<file path="config.mk">
export PLATFORM = sky130hd
export DESIGN_NAME = converter_precharge_sequencer
export DESIGN_NICKNAME = d
export VERILOG_FILES = /design/src/cps_pkg.sv /design/src/converter_precharge_sequencer.sv
export SDC_FILE = /design/constraint.sdc
export NUM_CORES = 1
export LEC_CHECK = 0
export BUFFER_PORTS_ARGS = -buffer_cell sky130_fd_sc_hd__buf_2
export CORE_MARGIN = 2
export CORE_UTILIZATION = 51
export CTS_CLUSTER_SIZE = 14
export DETAILED_ROUTE_END_ITERATION = 8
export PLACE_DENSITY_LB_ADDON = 0.15
export SETUP_SLACK_MARGIN = 0.2
export SKIP_CTS_REPAIR_TIMING = 1
export SYNTH_ARGS = -nofsm -noshare
export SYNTH_HDL_FRONTEND = slang
export SYNTH_SLANG_ARGS = --single-unit
</file>
<file path="constraint.sdc">
create_clock -name clk -period 2.2 [get_ports clk]
set_input_delay 0.22 -clock clk [delete_from_list [all_inputs] [get_ports clk]]
set_output_delay 0.22 -clock clk [all_outputs]
set_load 0.02 [all_outputs]
</file>
<file path="src/cps_pkg.sv">
// ----------------------------------------------------------------------------
// Converter precharge sequencer package
// Shared state encoding, current-loop codes and configuration indexes.
// ----------------------------------------------------------------------------
package cps_pkg;

	// Sequencer states as reported on the result channel.
	typedef enum logic [2:0] {
		ST_FAULT_OFF      = 3'd0,
		ST_FAULT_STOPPING = 3'd1,
		ST_OFF            = 3'd2,
		ST_STOPPING       = 3'd3,
		ST_PRECHARGING    = 3'd4,
		ST_PRECHARGED     = 3'd5,
		ST_ON             = 3'd6
	} state_t;

	// Current-loop state codes.
	typedef enum logic [1:0] {
		LOOP_OTHER    = 2'd0,
		LOOP_OFF      = 2'd1,
		LOOP_STOPPING = 2'd2,
		LOOP_FAULT    = 2'd3
	} loop_state_t;

	// Configuration register indexes.
	localparam int CFG_INDEX_WIDTH = 1;
	typedef enum logic [CFG_INDEX_WIDTH-1:0] {
		CFG_DISCHARGED_THRESHOLD = 1'd0,
		CFG_PRECHARGED_MINIMUM   = 1'd1
	} cfg_index_t;

	// Register reset values.
	localparam int DISCHARGED_THRESHOLD_RESET = 100;
	localparam int PRECHARGED_MINIMUM_RESET   = 1000;

	// Narrowest signed width that holds both reset values.
	localparam int THRESHOLD_MIN_WIDTH = 11;

endpackage

</file>
<file path="src/converter_precharge_sequencer.sv">
// ----------------------------------------------------------------------------
// Converter precharge sequencer
// Seven-state precharge and fault sequencer for a converter front end.
// ----------------------------------------------------------------------------
// Each input transaction is one control tick carrying the DC bus voltage,
// breaker and contactor feedback, the current-loop state, fault flags and
// the run and unblock commands. The block returns one result transaction per
// tick with the sequencer state after that tick. The tick is captured in an
// input register, the guards of the current state are evaluated in their
// fixed priority (fault first) by a single level of logic, and the new state
// is written both to the state register and to the result register. A new
// tick is accepted in every cycle in which in_stall is low; the result is
// offered once the tick leaves the input register. in_stall is raised only
// while both registers are full and the result is stalled. The two voltage
// thresholds go in through the configuration port; the user must write them
// only while idle, not enforced by the block; unused indexes are ignored.
module converter_precharge_sequencer #(
	parameter int VOLTAGE_WIDTH = 16
) (
	input  logic                              clk,
	input  logic                              arst_n,

	input  logic                              cfg_we,
	input  logic [cps_pkg::CFG_INDEX_WIDTH-1:0] cfg_index,
	input  logic [VOLTAGE_WIDTH-1:0]          cfg_data,

	input  logic                              in_valid,
	output logic                              in_stall,
	input  logic signed [VOLTAGE_WIDTH-1:0]   bus_voltage,
	input  logic                              breaker_open,
	input  logic                              contactor1_open,
	input  logic                              contactor2_open,
	input  logic                              contactor3_open,
	input  logic [1:0]                        current_loop_state,
	input  logic                              modulator_fault_off,
	input  logic                              gateware_fault,
	input  logic                              interlock_active,
	input  logic                              run_request,
	input  logic                              unblock_request,

	output logic                              out_valid,
	input  logic                              out_stall,
	output logic [2:0]                        sequencer_state
);
	import cps_pkg::*;

	// Thresholds are kept wide enough for their reset values even when the
	// voltage path is narrow; the bus sample is sign extended to match.
	localparam int THR_WIDTH = (VOLTAGE_WIDTH > THRESHOLD_MIN_WIDTH) ?
		VOLTAGE_WIDTH : THRESHOLD_MIN_WIDTH;

	logic signed [THR_WIDTH-1:0] discharged_threshold_q;
	logic signed [THR_WIDTH-1:0] precharged_minimum_q;
	logic signed [THR_WIDTH-1:0] cfg_value;

	// Input register stage.
	logic                           valid_s1;
	logic signed [VOLTAGE_WIDTH-1:0] bus_voltage_s1;
	logic                           breaker_open_s1;
	logic                           contactor1_open_s1;
	logic                           contactor2_open_s1;
	logic                           contactor3_open_s1;
	loop_state_t                    loop_s1;
	logic                           modulator_fault_off_s1;
	logic                           gateware_fault_s1;
	logic                           interlock_active_s1;
	logic                           run_request_s1;
	logic                           unblock_request_s1;

	state_t state_q;
	state_t next_state;
	logic   out_valid_q;
	state_t result_q;

	logic                        advance;
	logic                        in_fire;
	logic signed [THR_WIDTH-1:0] vdc;
	logic                        fault;
	logic                        discharged;
	logic                        precharge_done;

	// The input stage moves on whenever the result register can take a value.
	assign advance  = ~out_valid_q | ~out_stall;
	assign in_stall = valid_s1 & ~advance;
	assign in_fire  = in_valid & ~in_stall;

	// Configuration registers. The written value is two's complement.
	assign cfg_value = THR_WIDTH'($signed(cfg_data));

	always_ff @(posedge clk or negedge arst_n) begin
		if (!arst_n) begin
			discharged_threshold_q <= THR_WIDTH'(DISCHARGED_THRESHOLD_RESET);
			precharged_minimum_q   <= THR_WIDTH'(PRECHARGED_MINIMUM_RESET);
		end else if (cfg_we) begin
			case (cfg_index_t'(cfg_index))
				CFG_DISCHARGED_THRESHOLD: discharged_threshold_q <= cfg_value;
				CFG_PRECHARGED_MINIMUM:   precharged_minimum_q   <= cfg_value;
				default: ;
			endcase
		end
	end

	// Input register: valid bit under reset, payload without.
	always_ff @(posedge clk or negedge arst_n) begin
		if (!arst_n) begin
			valid_s1 <= 1'b0;
		end else if (advance || !valid_s1) begin
			valid_s1 <= in_valid;
		end
	end

	always_ff @(posedge clk) begin
		if (in_fire) begin
			bus_voltage_s1         <= bus_voltage;
			breaker_open_s1        <= breaker_open;
			contactor1_open_s1     <= contactor1_open;
			contactor2_open_s1     <= contactor2_open;
			contactor3_open_s1     <= contactor3_open;
			loop_s1                <= loop_state_t'(current_loop_state);
			modulator_fault_off_s1 <= modulator_fault_off;
			gateware_fault_s1      <= gateware_fault;
			interlock_active_s1    <= interlock_active;
			run_request_s1         <= run_request;
			unblock_request_s1     <= unblock_request;
		end
	end

	// Guard terms; the fault term is shared by several states.
	assign vdc   = THR_WIDTH'(bus_voltage_s1);
	assign fault = gateware_fault_s1 | interlock_active_s1 |
		(loop_s1 == LOOP_FAULT) | modulator_fault_off_s1;
	assign discharged = (vdc < discharged_threshold_q) & breaker_open_s1 &
		contactor1_open_s1 & contactor2_open_s1;
	assign precharge_done = ~breaker_open_s1 & contactor1_open_s1 &
		contactor3_open_s1 & (vdc >= precharged_minimum_q);

	// Next state: first guard that holds wins, otherwise the state stays.
	always_comb begin
		next_state = state_q;
		case (state_q)
			ST_FAULT_OFF: begin
				if (loop_s1 == LOOP_OFF) next_state = ST_OFF;
			end
			ST_FAULT_STOPPING: begin
				if (discharged) next_state = ST_FAULT_OFF;
			end
			ST_OFF: begin
				if (fault) next_state = ST_FAULT_STOPPING;
				else if (run_request_s1) next_state = ST_PRECHARGING;
			end
			ST_STOPPING: begin
				if (fault) next_state = ST_FAULT_STOPPING;
				else if (loop_s1 == LOOP_OFF) next_state = ST_OFF;
			end
			ST_PRECHARGING: begin
				if (fault) next_state = ST_FAULT_STOPPING;
				else if (precharge_done) next_state = ST_PRECHARGED;
			end
			ST_PRECHARGED: begin
				if (fault || loop_s1 == LOOP_STOPPING) next_state = ST_FAULT_STOPPING;
				else if (unblock_request_s1) next_state = ST_ON;
			end
			ST_ON: begin
				if (fault) next_state = ST_FAULT_STOPPING;
				else if (loop_s1 == LOOP_STOPPING) next_state = ST_STOPPING;
			end
			default: next_state = state_q;
		endcase
	end

	// State register: one move per tick, taken when the tick leaves stage one.
	always_ff @(posedge clk or negedge arst_n) begin
		if (!arst_n) begin
			state_q <= ST_FAULT_OFF;
		end else if (valid_s1 && advance) begin
			state_q <= next_state;
		end
	end

	// Result register.
	always_ff @(posedge clk or negedge arst_n) begin
		if (!arst_n) begin
			out_valid_q <= 1'b0;
		end else if (advance) begin
			out_valid_q <= valid_s1;
		end
	end

	always_ff @(posedge clk) begin
		if (valid_s1 && advance) begin
			result_q <= next_state;
		end
	end

	assign out_valid       = out_valid_q;
	assign sequencer_state = result_q;

endmodule

</file>
==> flow_metrics.tcl, run 1 <==
set metrics [dict create \
    run_status "finished, violations left" \
    violations "hold timing, setup timing" \
    fin_cells 431 \
    first_global_vias 2278 \
    slew-limit-headroom 0.4348 \
    antenna_violation_net_count_after_detailed_routing 0 \
    gp_congestion 0.8737 \
    nFillCells 531 \
    crit_arrival_ns 2.31 \
    worst-endpoint-required_ns 2.29 \
    floorplan.die_area_um2 7128 \
    clock-skew-final_ns 0.006868 \
    syn_area_per_cell_um2 11.50 \
    crit_type "reg -> reg" \
    crit_path_cell_trace "inv_1, ha_4, a21oi_2, o21ai_2, a221o_1, o31a_1, a311oi_2, nor2_1" \
    proportion_of_layout_cells_with_a_drive_suffix_above_1 0.3305 \
    die_height_um 84.43 \
    cts_max_path_buffers 2 \
    num_io_pins 54 \
    critical_path_peak_fanout 2 \
    layout_worst_path_cycle_share 1.010 \
    routedWlPerCell_um 15.03 \
    root_buffer "sky130_fd_sc_hd__clkbuf_8" \
    clkLatencyLatePin_ns 0.34 \
    timing.critical_path.slowest_stage_cell "sky130_fd_sc_hd__dfstp_2" \
    placementRows 29 \
    totalPowerFinal_mw 3.271 \
    drc_errors 0 \
    grt_max_degree 38 \
    synth.net_count 367 \
    number_of_sinks_on_the_clock_net 67 \
    grt.overflow.total 0 \
    fin_nets 429 \
    hold_class "in -> async" \
    antenna_fix_cells 0 \
    worst_path_largest_cell_delay_ns 0.51 \
    post_placement_cell_count 414 \
    irDropWorstVdd_v 0.0004838 \
    dp.final_hpwl_um 4584 \
    h-tree-depth 3 \
    syn_to_final_growth_pct 21.05 \
    drv_slew 0 \
    finish.instance_area_um2 3994 \
    post_synth_instance_area_um2 3299 \
    ys_ff_latch 67 \
    groute.usage.overall 0.1921 \
    tritoncts.num_buffers 9 \
    first_pass_iters 4 \
    wirelength_um 6479 \
    report.final.hold_viol_count 26 \
    io_buffer_count 53 \
    power.leakage_nw 1.757 \
    post_synth_num_cell_types 38 \
    vias_per_cell 5.341 \
    setup-violations-final 1 \
    whs_ns -0.01544 \
    core_um2 6314 \
    rsz0062_at_grt "yes" \
    die_x_um 84.43 \
    initial_utilization 0.5226 \
    clkSlewWorstSetupHoldPaths_ns 0.07 \
    dpl_cell_area_um2 3671 \
    period_minus_slack_ns 2.223 \
    synth_warnings 0 \
    yosysSeqAreaShare 0.5571 \
    peak_clock_frequency_supported_by_timing_mhz 449.9 \
    max_cap_viol_count 0 \
    netlist_instances 287 \
    grt_first_pass_wirelength_um 10420 \
    cp-start-kind "register" \
    dpl_worst_slack_ns -0.04316 \
    initialDrtViolationCount 72 \
    initial_antenna_violation_count 0 \
    total_number_of_vias 2302 \
    final.setup.worst_slack_ns -0.02262 \
    clock_tree_from_tritoncts "built" \
    timing.critical_path.to_type "register" \
    power.density_nw_per_um2 818.9 \
    tightest_slew_ns 0.8479 \
]
[path summary, 6_finish.rpt]
check / slack (ns) / cells past startpoint / startpoint / end
max: -0.02 / 8 / discharged_threshold_q[5] / sequencer_state[0]
min: -0.02 / 1 / arst_n / discharged_threshold_q[11]
max reg2reg: -0.02 / 8 / discharged_threshold_q[5] / sequencer_state[0]
min reg2reg: 0.49 / 1 / valid_s1 / out_valid
max in group asynchronous: 1.68 / 1 / arst_n / precharged_minimum_q[2]
min in group clk: 0.05 / 1 / bus_voltage[0] / bus_voltage_s1[0]
[per-layer routing]
| metal | part of all wire | wire (um) | global-route usage | up-vias |
|---|---|---|---|---|
| li1 | - | - | - | 1138 |
| met2 | 0.48 | 3079 | 0.3001 | 54 |
| met1 | 0.46 | 2964 | 0.2583 | 1096 |
| met4 | 0.021 | 137 | 0.08514 | 0 |
| met5 | 0 | 0 | 0 | - |
| met3 | 0.046 | 297 | 0.04425 | 14 |
[area by class of cell]
cell class / count / area, um^2 / area share
Clock inverter: 6 / 80.08 / 0.02005
Sequential cell: 67 / 1838 / 0.4602
Multi-Input combinational cell: 170 / 1384 / 0.3465
Timing Repair Buffer: 59 / 310.3 / 0.07769
Clock buffer: 10 / 127.6 / 0.03195
Tap cell: 77 / 96.34 / 0.02412
Inverter: 42 / 157.7 / 0.03947
[worst max-delay path, delay by kind of cell (launching register included)]
family                   cells  cell delay, ns
adder cells (fa/ha/maj)      1            0.22
buffers and inverters        1            0.06
AO/OA/AOI/OAI                5            1.11
flip-flops                   1            0.51
AND/OR/NAND/NOR              1            0.07
[sequential cells by signal (all words and copies together) (netlist names)]
name,count
precharged_minimum_q,16
modulator_fault_off_s1,1
sequencer_state,3
loop_s1,2
discharged_threshold_q,16
valid_s1,1
contactor3_open_s1,1
bus_voltage_s1,16
unblock_request_s1,1
interlock_active_s1,1
gateware_fault_s1,1
breaker_open_s1,1
contactor2_open_s1,1
contactor1_open_s1,1
state_q,3
run_request_s1,1
out_valid,1
[cells by family after synthesis]
logic type,after synthesis,synth area share
DFF,67,0.5571
and+or+nand+nor,63,0.09140
AOI/OAI and AO/OA,59,0.1191
buffers and inverters,50,0.05688
adders and majority gates,31,0.1176
muxes,17,0.05802
[where the power goes]
group,switching (mW),total (mW),internal (mW)
Combinational,0.337,0.612,0.274
Sequential,0.0893,1.57,1.48
Clock,0.465,1.09,0.629
[stage by stage]
| step | util | setup TNS (ns) |
|---|---|---|
| 2_1_floorplan | - | 0 |
| 3_5_place_dp | 0.5815 | -0.04316 |
| 4_1_cts | 0.6143 | -0.09590 |
| 3_3_place_gp | 0.5815 | -0.05921 |
| 6_report | 0.6326 | -0.02262 |
| 5_1_grt | 0.6326 | -0.1760 |
[cell usage in the layout, fill, tap and decap left out, types with 3 or more instances in the layout]
cell	instances
sky130_fd_sc_hd__a21oi_1	13
sky130_fd_sc_hd__buf_2	53
sky130_fd_sc_hd__buf_4	6
sky130_fd_sc_hd__clkbuf_8	9
sky130_fd_sc_hd__dfrtp_1	28
sky130_fd_sc_hd__dfstp_2	9
sky130_fd_sc_hd__edfxtp_1	30
sky130_fd_sc_hd__ha_1	24
sky130_fd_sc_hd__ha_4	7
sky130_fd_sc_hd__inv_1	40
sky130_fd_sc_hd__mux2_2	17
sky130_fd_sc_hd__nand2_1	29
sky130_fd_sc_hd__nand2b_1	3
sky130_fd_sc_hd__nand3_1	4
sky130_fd_sc_hd__nand4_1	7
sky130_fd_sc_hd__nor2_1	5
sky130_fd_sc_hd__nor4_1	3
sky130_fd_sc_hd__o21ai_0	26
[cell usage after synthesis]
library cell	number	area [um^2]
sky130_fd_sc_hd__o2111ai_2	1	15.01
sky130_fd_sc_hd__nand3_1	4	20.02
sky130_fd_sc_hd__a2111oi_4	1	27.53
sky130_fd_sc_hd__dfrtp_1	28	700.7
sky130_fd_sc_hd__o21ai_0	27	135.1
sky130_fd_sc_hd__nand2_1	30	112.6
sky130_fd_sc_hd__a311oi_2	1	15.01
sky130_fd_sc_hd__o32ai_1	1	8.760
sky130_fd_sc_hd__a31o_1	1	8.760
sky130_fd_sc_hd__a221oi_1	1	8.760
sky130_fd_sc_hd__o31ai_1	1	7.510
sky130_fd_sc_hd__ha_1	31	387.9
sky130_fd_sc_hd__nor2_1	5	18.77
sky130_fd_sc_hd__nor4_1	3	18.77
sky130_fd_sc_hd__dfstp_2	9	236.5
sky130_fd_sc_hd__nand4_1	7	43.79
sky130_fd_sc_hd__o2111a_1	1	11.26
sky130_fd_sc_hd__a221o_1	1	10.01
sky130_fd_sc_hd__and2_1	2	12.51
sky130_fd_sc_hd__or2_0	1	6.260
sky130_fd_sc_hd__nand2b_1	3	18.77
sky130_fd_sc_hd__a21o_1	2	15.01
sky130_fd_sc_hd__o211ai_1	2	15.01
sky130_fd_sc_hd__o22ai_1	1	6.260
sky130_fd_sc_hd__mux2_2	17	191.4
sky130_fd_sc_hd__or4_1	1	7.510
sky130_fd_sc_hd__a211oi_2	1	12.51
sky130_fd_sc_hd__or2b_1	1	7.510
sky130_fd_sc_hd__edfxtp_1	30	900.9
sky130_fd_sc_hd__a21oi_1	14	70.07
sky130_fd_sc_hd__a211o_1	1	8.760
sky130_fd_sc_hd__clkbuf_1	8	30.03
sky130_fd_sc_hd__nor3_1	2	10.01
sky130_fd_sc_hd__nor2b_1	2	12.51
sky130_fd_sc_hd__inv_1	42	157.7
sky130_fd_sc_hd__and3_1	2	12.51
sky130_fd_sc_hd__a311oi_1	1	8.760
sky130_fd_sc_hd__o31a_1	1	8.760
Note: power is estimated with default switching activity, not from simulation.
==> inputs of run 2 (changes only) <==
--- a/config.mk
+++ b/config.mk
@@ -7,7 +7,7 @@
 export LEC_CHECK = 0
 export BUFFER_PORTS_ARGS = -buffer_cell sky130_fd_sc_hd__buf_2
 export CORE_MARGIN = 2
-export CORE_UTILIZATION = 51
+export CORE_UTILIZATION = 45
 export CTS_CLUSTER_SIZE = 14
 export DETAILED_ROUTE_END_ITERATION = 8
 export PLACE_DENSITY_LB_ADDON = 0.15
==> constraint.sdc (replaced) <==
create_clock -name clk -period 2.1 [get_ports clk]
set_input_delay 0.21 -clock clk [delete_from_list [all_inputs] [get_ports clk]]
set_output_delay 0.21 -clock clk [all_outputs]
set_load 0.02 [all_outputs]
==> flow_metrics.tcl, run 2 (synthesis gave the netlist of run 1 again) <==
set metrics [dict create \
    gp_congestion 0.8867 \
    h-tree-depth 3 \
    irDropWorstVdd_v 0.0003852 \
    largestRegisters "bus_voltage_s1 (16), discharged_threshold_q (16), precharged_minimum_q (16)" \
    initial_antenna_violation_count 0 \
    root_buffer "sky130_fd_sc_hd__clkbuf_8" \
    drc_errors 0 \
    timing.critical_path.to_type "register" \
    groute.usage.overall 0.1759 \
    cts_max_path_buffers 2 \
    die_height_um 89.63 \
    routedWlPerCell_um 14.06 \
    run_status "finished, violations left" \
    final.setup.worst_slack_ns -0.1087 \
    layout_worst_path_cycle_share 1.052 \
    period_minus_slack_ns 2.209 \
    max_cap_viol_count 0 \
    initialDrtViolationCount 93 \
    die_x_um 89.63 \
    dpl_worst_slack_ns -0.1287 \
    wirelength_um 6469 \
    tightest_slew_ns 0.8560 \
    tritoncts.num_buffers 9 \
    power.leakage_nw 1.768 \
    power.density_nw_per_um2 788.4 \
    dp.final_hpwl_um 4737 \
    cp-start-kind "register" \
    drv_slew 0 \
    whs_ns -0.01788 \
    hold_class "in -> async" \
    worst-endpoint-required_ns 2.18 \
    slew-limit-headroom 0.4293 \
    clkLatencyLatePin_ns 0.33 \
    nFillCells 626 \
    first_pass_iters 4 \
    setup-violations-final 2 \
    floorplan.die_area_um2 8033 \
    clkSlewWorstSetupHoldPaths_ns 0.07 \
    totalPowerFinal_mw 3.150 \
    crit_arrival_ns 2.29 \
    critical_path_peak_fanout 2 \
    placementRows 31 \
    antenna_fix_cells 0 \
    report.final.hold_viol_count 27 \
    grt_max_degree 38 \
    initial_utilization 0.4598 \
    setup_tns_ns -0.1483 \
    violations "hold timing, setup timing" \
    mostFrequentLayoutCells "sky130_fd_sc_hd__buf_2, sky130_fd_sc_hd__inv_1, sky130_fd_sc_hd__edfxtp_1, sky130_fd_sc_hd__nand2_1, sky130_fd_sc_hd__dfrtp_1" \
    total_number_of_vias 2262 \
    vias_per_cell 4.917 \
    peak_clock_frequency_supported_by_timing_mhz 452.8 \
    proportion_of_layout_cells_with_a_drive_suffix_above_1 0.3324 \
    clock_tree_from_tritoncts "built" \
    rsz0062_at_grt "yes" \
    io_buffer_count 53 \
    first_global_vias 2233 \
    core_um2 7176 \
    fin_cells 460 \
    clock-skew-final_ns 0.004736 \
    antenna_violation_net_count_after_detailed_routing 0 \
    final_common_cell "sky130_fd_sc_hd__buf_2" \
    syn_to_final_growth_pct 21.08 \
    crit_type "reg -> reg" \
    grt_first_pass_wirelength_um 10430 \
    number_of_sinks_on_the_clock_net 67 \
    grt.overflow.total 0 \
    fin_nets 436 \
    num_io_pins 54 \
    post_placement_cell_count 441 \
]
==> run 2: cell types whose count changed in the layout (fill, tap and decap cells not counted), sizes merged <==
cell	delta
clkinvlp	-1
clkbuf	+2
bufinv	-2
clkinv	+1
buf	+7
==> run 2: report_power, final <==
part / leakage, nW / switching, mW / internal, mW / total (mW)
registers: 0.723 / 0.0915 / 1.55 / 1.64
clock network: 0.0792 / 0.451 / 0.418 / 0.869
logic: 0.966 / 0.353 / 0.289 / 0.642
total: 1.77 / 0.896 / 2.25 / 3.15
==> run 2: worst paths after layout <==
path	start	to	slack (ns)	cells after the start
min	arst_n	discharged_threshold_q[9]	-0.02	1
max reg2reg	bus_voltage_s1[8]	sequencer_state[0]	-0.11	7
min reg2reg	valid_s1	out_valid	0.49	1
min in group clk	bus_voltage[7]	bus_voltage_s1[7]	0.05	1
max	bus_voltage_s1[8]	sequencer_state[0]	-0.11	7
max in group asynchronous	arst_n	discharged_threshold_q[14]	1.58	1
==> run 2: final cells by class <==
cell class	count	area [um^2]	area share
flip-flops and latches	67	1838	0.4601
multi-input cells	170	1360	0.3404
repair buffers	66	362.8	0.09082
inverters	42	157.7	0.03946
clock buffers	12	135.1	0.03382
well taps	99	123.9	0.03101
clock inverters	4	17.52	0.004385
==> run 2: routing by layer <==
metal / up-vias / GRT usage / wire, um
met5: - / 0 / 0
met4: 0 / 0.07870 / 106
met3: 10 / 0.03199 / 226
met2: 40 / 0.2701 / 2994
met1: 1058 / 0.2444 / 3141
li1: 1154 / - / -
==> run 2: stage by stage <==
| step | cell area, um^2 | util | hold WS [ns] |
|---|---|---|---|
| after floorplan | 3312 | - | -0.08559 |
| after CTS | 3901 | 0.5437 | 0.006879 |
| final | 3995 | 0.5568 | -0.01788 |
| after global placement | 3749 | 0.5224 | 0.3684 |
| after detailed placement | 3749 | 0.5224 | 0.3676 |
| after global routing | 3995 | 0.5568 | 0.03731 |
==> run 2: worst max-delay path, cell delays in order (launching register included) <==
cell,delay (ns)
sky130_fd_sc_hd__edfxtp_1,0.44
sky130_fd_sc_hd__ha_1,0.32
sky130_fd_sc_hd__nand4_1,0.16
sky130_fd_sc_hd__nor2_1,0.06
sky130_fd_sc_hd__a221o_1,0.31
sky130_fd_sc_hd__o31a_1,0.29
sky130_fd_sc_hd__a311oi_2,0.30
sky130_fd_sc_hd__nor2_1,0.06
==> inputs of run 3 (changes only) <==
--- a/config.mk
+++ b/config.mk
@@ -10,6 +10,7 @@
 export CORE_UTILIZATION = 45
 export CTS_CLUSTER_SIZE = 14
 export DETAILED_ROUTE_END_ITERATION = 8
+export HOLD_SLACK_MARGIN = 0.06
 export PLACE_DENSITY_LB_ADDON = 0.15
 export SETUP_SLACK_MARGIN = 0.2
 export SKIP_CTS_REPAIR_TIMING = 1
==> flow_metrics.tcl, run 3 (synthesis gave the netlist of run 1 again) <==
set metrics [dict create \
    wirelength_um 6615 \
    gp_congestion 0.8867 \
    total_number_of_vias 2382 \
    vias_per_cell 4.901 \
    dp.final_hpwl_um 4737 \
    die_x_um 89.63 \
    grt_max_degree 38 \
    run_status "finished, violations left" \
    tritoncts.num_buffers 9 \
    footprint_of_the_multi_input_gates_um2 1360 \
    largestRegisters "bus_voltage_s1 (16), discharged_threshold_q (16), precharged_minimum_q (16)" \
    antenna_fix_cells 0 \
    cp-start-kind "register" \
    initialDrtViolationCount 92 \
    groute.usage.overall 0.1759 \
    final.setup.worst_slack_ns -0.1107 \
    slew-limit-headroom 0.4311 \
    use_met1 0.2444 \
    core_um2 7176 \
    fin_nets 462 \
    first_global_vias 2233 \
    nFillCells 600 \
    setup-violations-final 2 \
    mostFrequentLayoutCells "sky130_fd_sc_hd__buf_2, sky130_fd_sc_hd__inv_1, sky130_fd_sc_hd__edfxtp_1, sky130_fd_sc_hd__nand2_1, sky130_fd_sc_hd__dfrtp_1" \
    clock-skew-final_ns 0.004437 \
    clock_tree_from_tritoncts "built" \
    floorplan.die_area_um2 8033 \
    crit_type "reg -> reg" \
    finish.instance_area_um2 4255 \
    fin_util 0.5930 \
    report.final.hold_viol_count 0 \
    worst_hold_end "bus_voltage_s1[10]" \
    placementRows 31 \
    tightest_slew_ns 0.8533 \
    groute.layer.met2.usage 0.2701 \
    proportion_of_layout_cells_with_a_drive_suffix_above_1 0.3101 \
    root_buffer "sky130_fd_sc_hd__clkbuf_8" \
    layout_worst_path_cycle_share 1.053 \
    syn_to_final_growth_pct 28.97 \
    max_cap_viol_count 0 \
    peak_clock_frequency_supported_by_timing_mhz 452.4 \
    rr_endpoint "sequencer_state[0]" \
    clkSlewWorstSetupHoldPaths_ns 0.07 \
    irDropWorstVdd_v 0.0003924 \
    min_from "bus_voltage[10]" \
    grt_most_used_layer "met2" \
    hold_class "in -> reg" \
    crit_arrival_ns 2.30 \
    setup_tns_ns -0.1521 \
    seqCellArea_um2 1838 \
    first_pass_iters 4 \
    cts_max_path_buffers 2 \
    groute.layer.met3.usage 0.03199 \
    timing.critical_path.to_type "register" \
    clkLatencyLatePin_ns 0.34 \
    num_io_pins 54 \
    final_common_cell "sky130_fd_sc_hd__buf_2" \
    dpl_cell_area_um2 3749 \
    initial_utilization 0.4598 \
    rsz0062_at_grt "yes" \
    number_of_sinks_on_the_clock_net 67 \
    h-tree-depth 3 \
    worst-endpoint-required_ns 2.19 \
    die_height_um 89.63 \
    power.density_nw_per_um2 749.4 \
    rr_worst_depth 7 \
    timing.hold.worst_path_depth 1 \
    grt_first_pass_wirelength_um 10430 \
    antenna_violation_net_count_after_detailed_routing 0 \
    grt.overflow.total 0 \
    power.leakage_nw 1.877 \
    period_minus_slack_ns 2.211 \
    routedWlPerCell_um 13.61 \
    drv_slew 0 \
    drc_errors 0 \
    worstReg2RegStart "bus_voltage_s1[8]" \
    critical_path_peak_fanout 2 \
    io_buffer_count 53 \
    initial_antenna_violation_count 0 \
    r2r_slack_ns -0.11 \
    violations "setup timing" \
]
-- run 3: metal layers --
| metal | vias to the layer above | wire (um) |
|---|---|---|
| met3 | 10 | 279 |
| met5 | - | 0 |
| met2 | 57 | 3041 |
| li1 | 1207 | - |
| met4 | 0 | 106 |
| met1 | 1108 | 3188 |
-- run 3: cell type report --
type / count / area share
flip-flops and latches: 67 / 0.4319
multi-input cells: 170 / 0.3196
repair buffers: 92 / 0.1464
inverters: 42 / 0.03705
clock buffers: 12 / 0.03176
well taps: 99 / 0.02911
clock inverters: 4 / 0.004116
-- run 3: per-stage QoR --
stage / worst slack, ns / power [mW] / std cells / hold WS, ns
2_1_floorplan: 0.04537 / 2.053 / 287 / -0.08559
3_3_place_gp: -0.05732 / 2.261 / 441 / 0.3684
3_5_place_dp: -0.1287 / 2.276 / 441 / 0.3676
4_1_cts: -0.1573 / 3.145 / 457 / 0.006879
5_1_grt: -0.2030 / 3.392 / 486 / 0.06512
6_report: -0.1107 / 3.189 / 486 / 0.06020
-- run 3: worst max-delay path, stage by stage (launching register included) --
cell	delay (ns)
sky130_fd_sc_hd__edfxtp_1	0.44
sky130_fd_sc_hd__ha_1	0.33
sky130_fd_sc_hd__nand4_1	0.16
sky130_fd_sc_hd__nor2_1	0.06
sky130_fd_sc_hd__a221o_1	0.31
sky130_fd_sc_hd__o31a_1	0.29
sky130_fd_sc_hd__a311oi_2	0.30
sky130_fd_sc_hd__nor2_1	0.06
-- run 3: worst max-delay path by stage --
| stage | slack (ns) | from | to | depth (start not counted) |
|---|---|---|---|---|
| global placement | -0.06 | precharged_minimum_q[9] | sequencer_state[0] | 8 |
| global route | -0.20 | bus_voltage_s1[8] | sequencer_state[0] | 7 |
| finish | -0.11 | bus_voltage_s1[8] | sequencer_state[0] | 7 |
| detailed placement | -0.13 | bus_voltage_s1[13] | sequencer_state[0] | 7 |
| floorplan | 0.05 | precharged_minimum_q[9] | sequencer_state[0] | 8 |
| CTS | -0.16 | bus_voltage_s1[13] | sequencer_state[0] | 7 |
-- run 3: where the power goes --
| part | switching (mW) | internal, mW | leakage, nW |
|---|---|---|---|
| Clock | 0.453 | 0.418 | 0.0792 |
| Sequential | 0.0910 | 1.55 | 0.723 |
| Combinational | 0.359 | 0.321 | 1.07 |
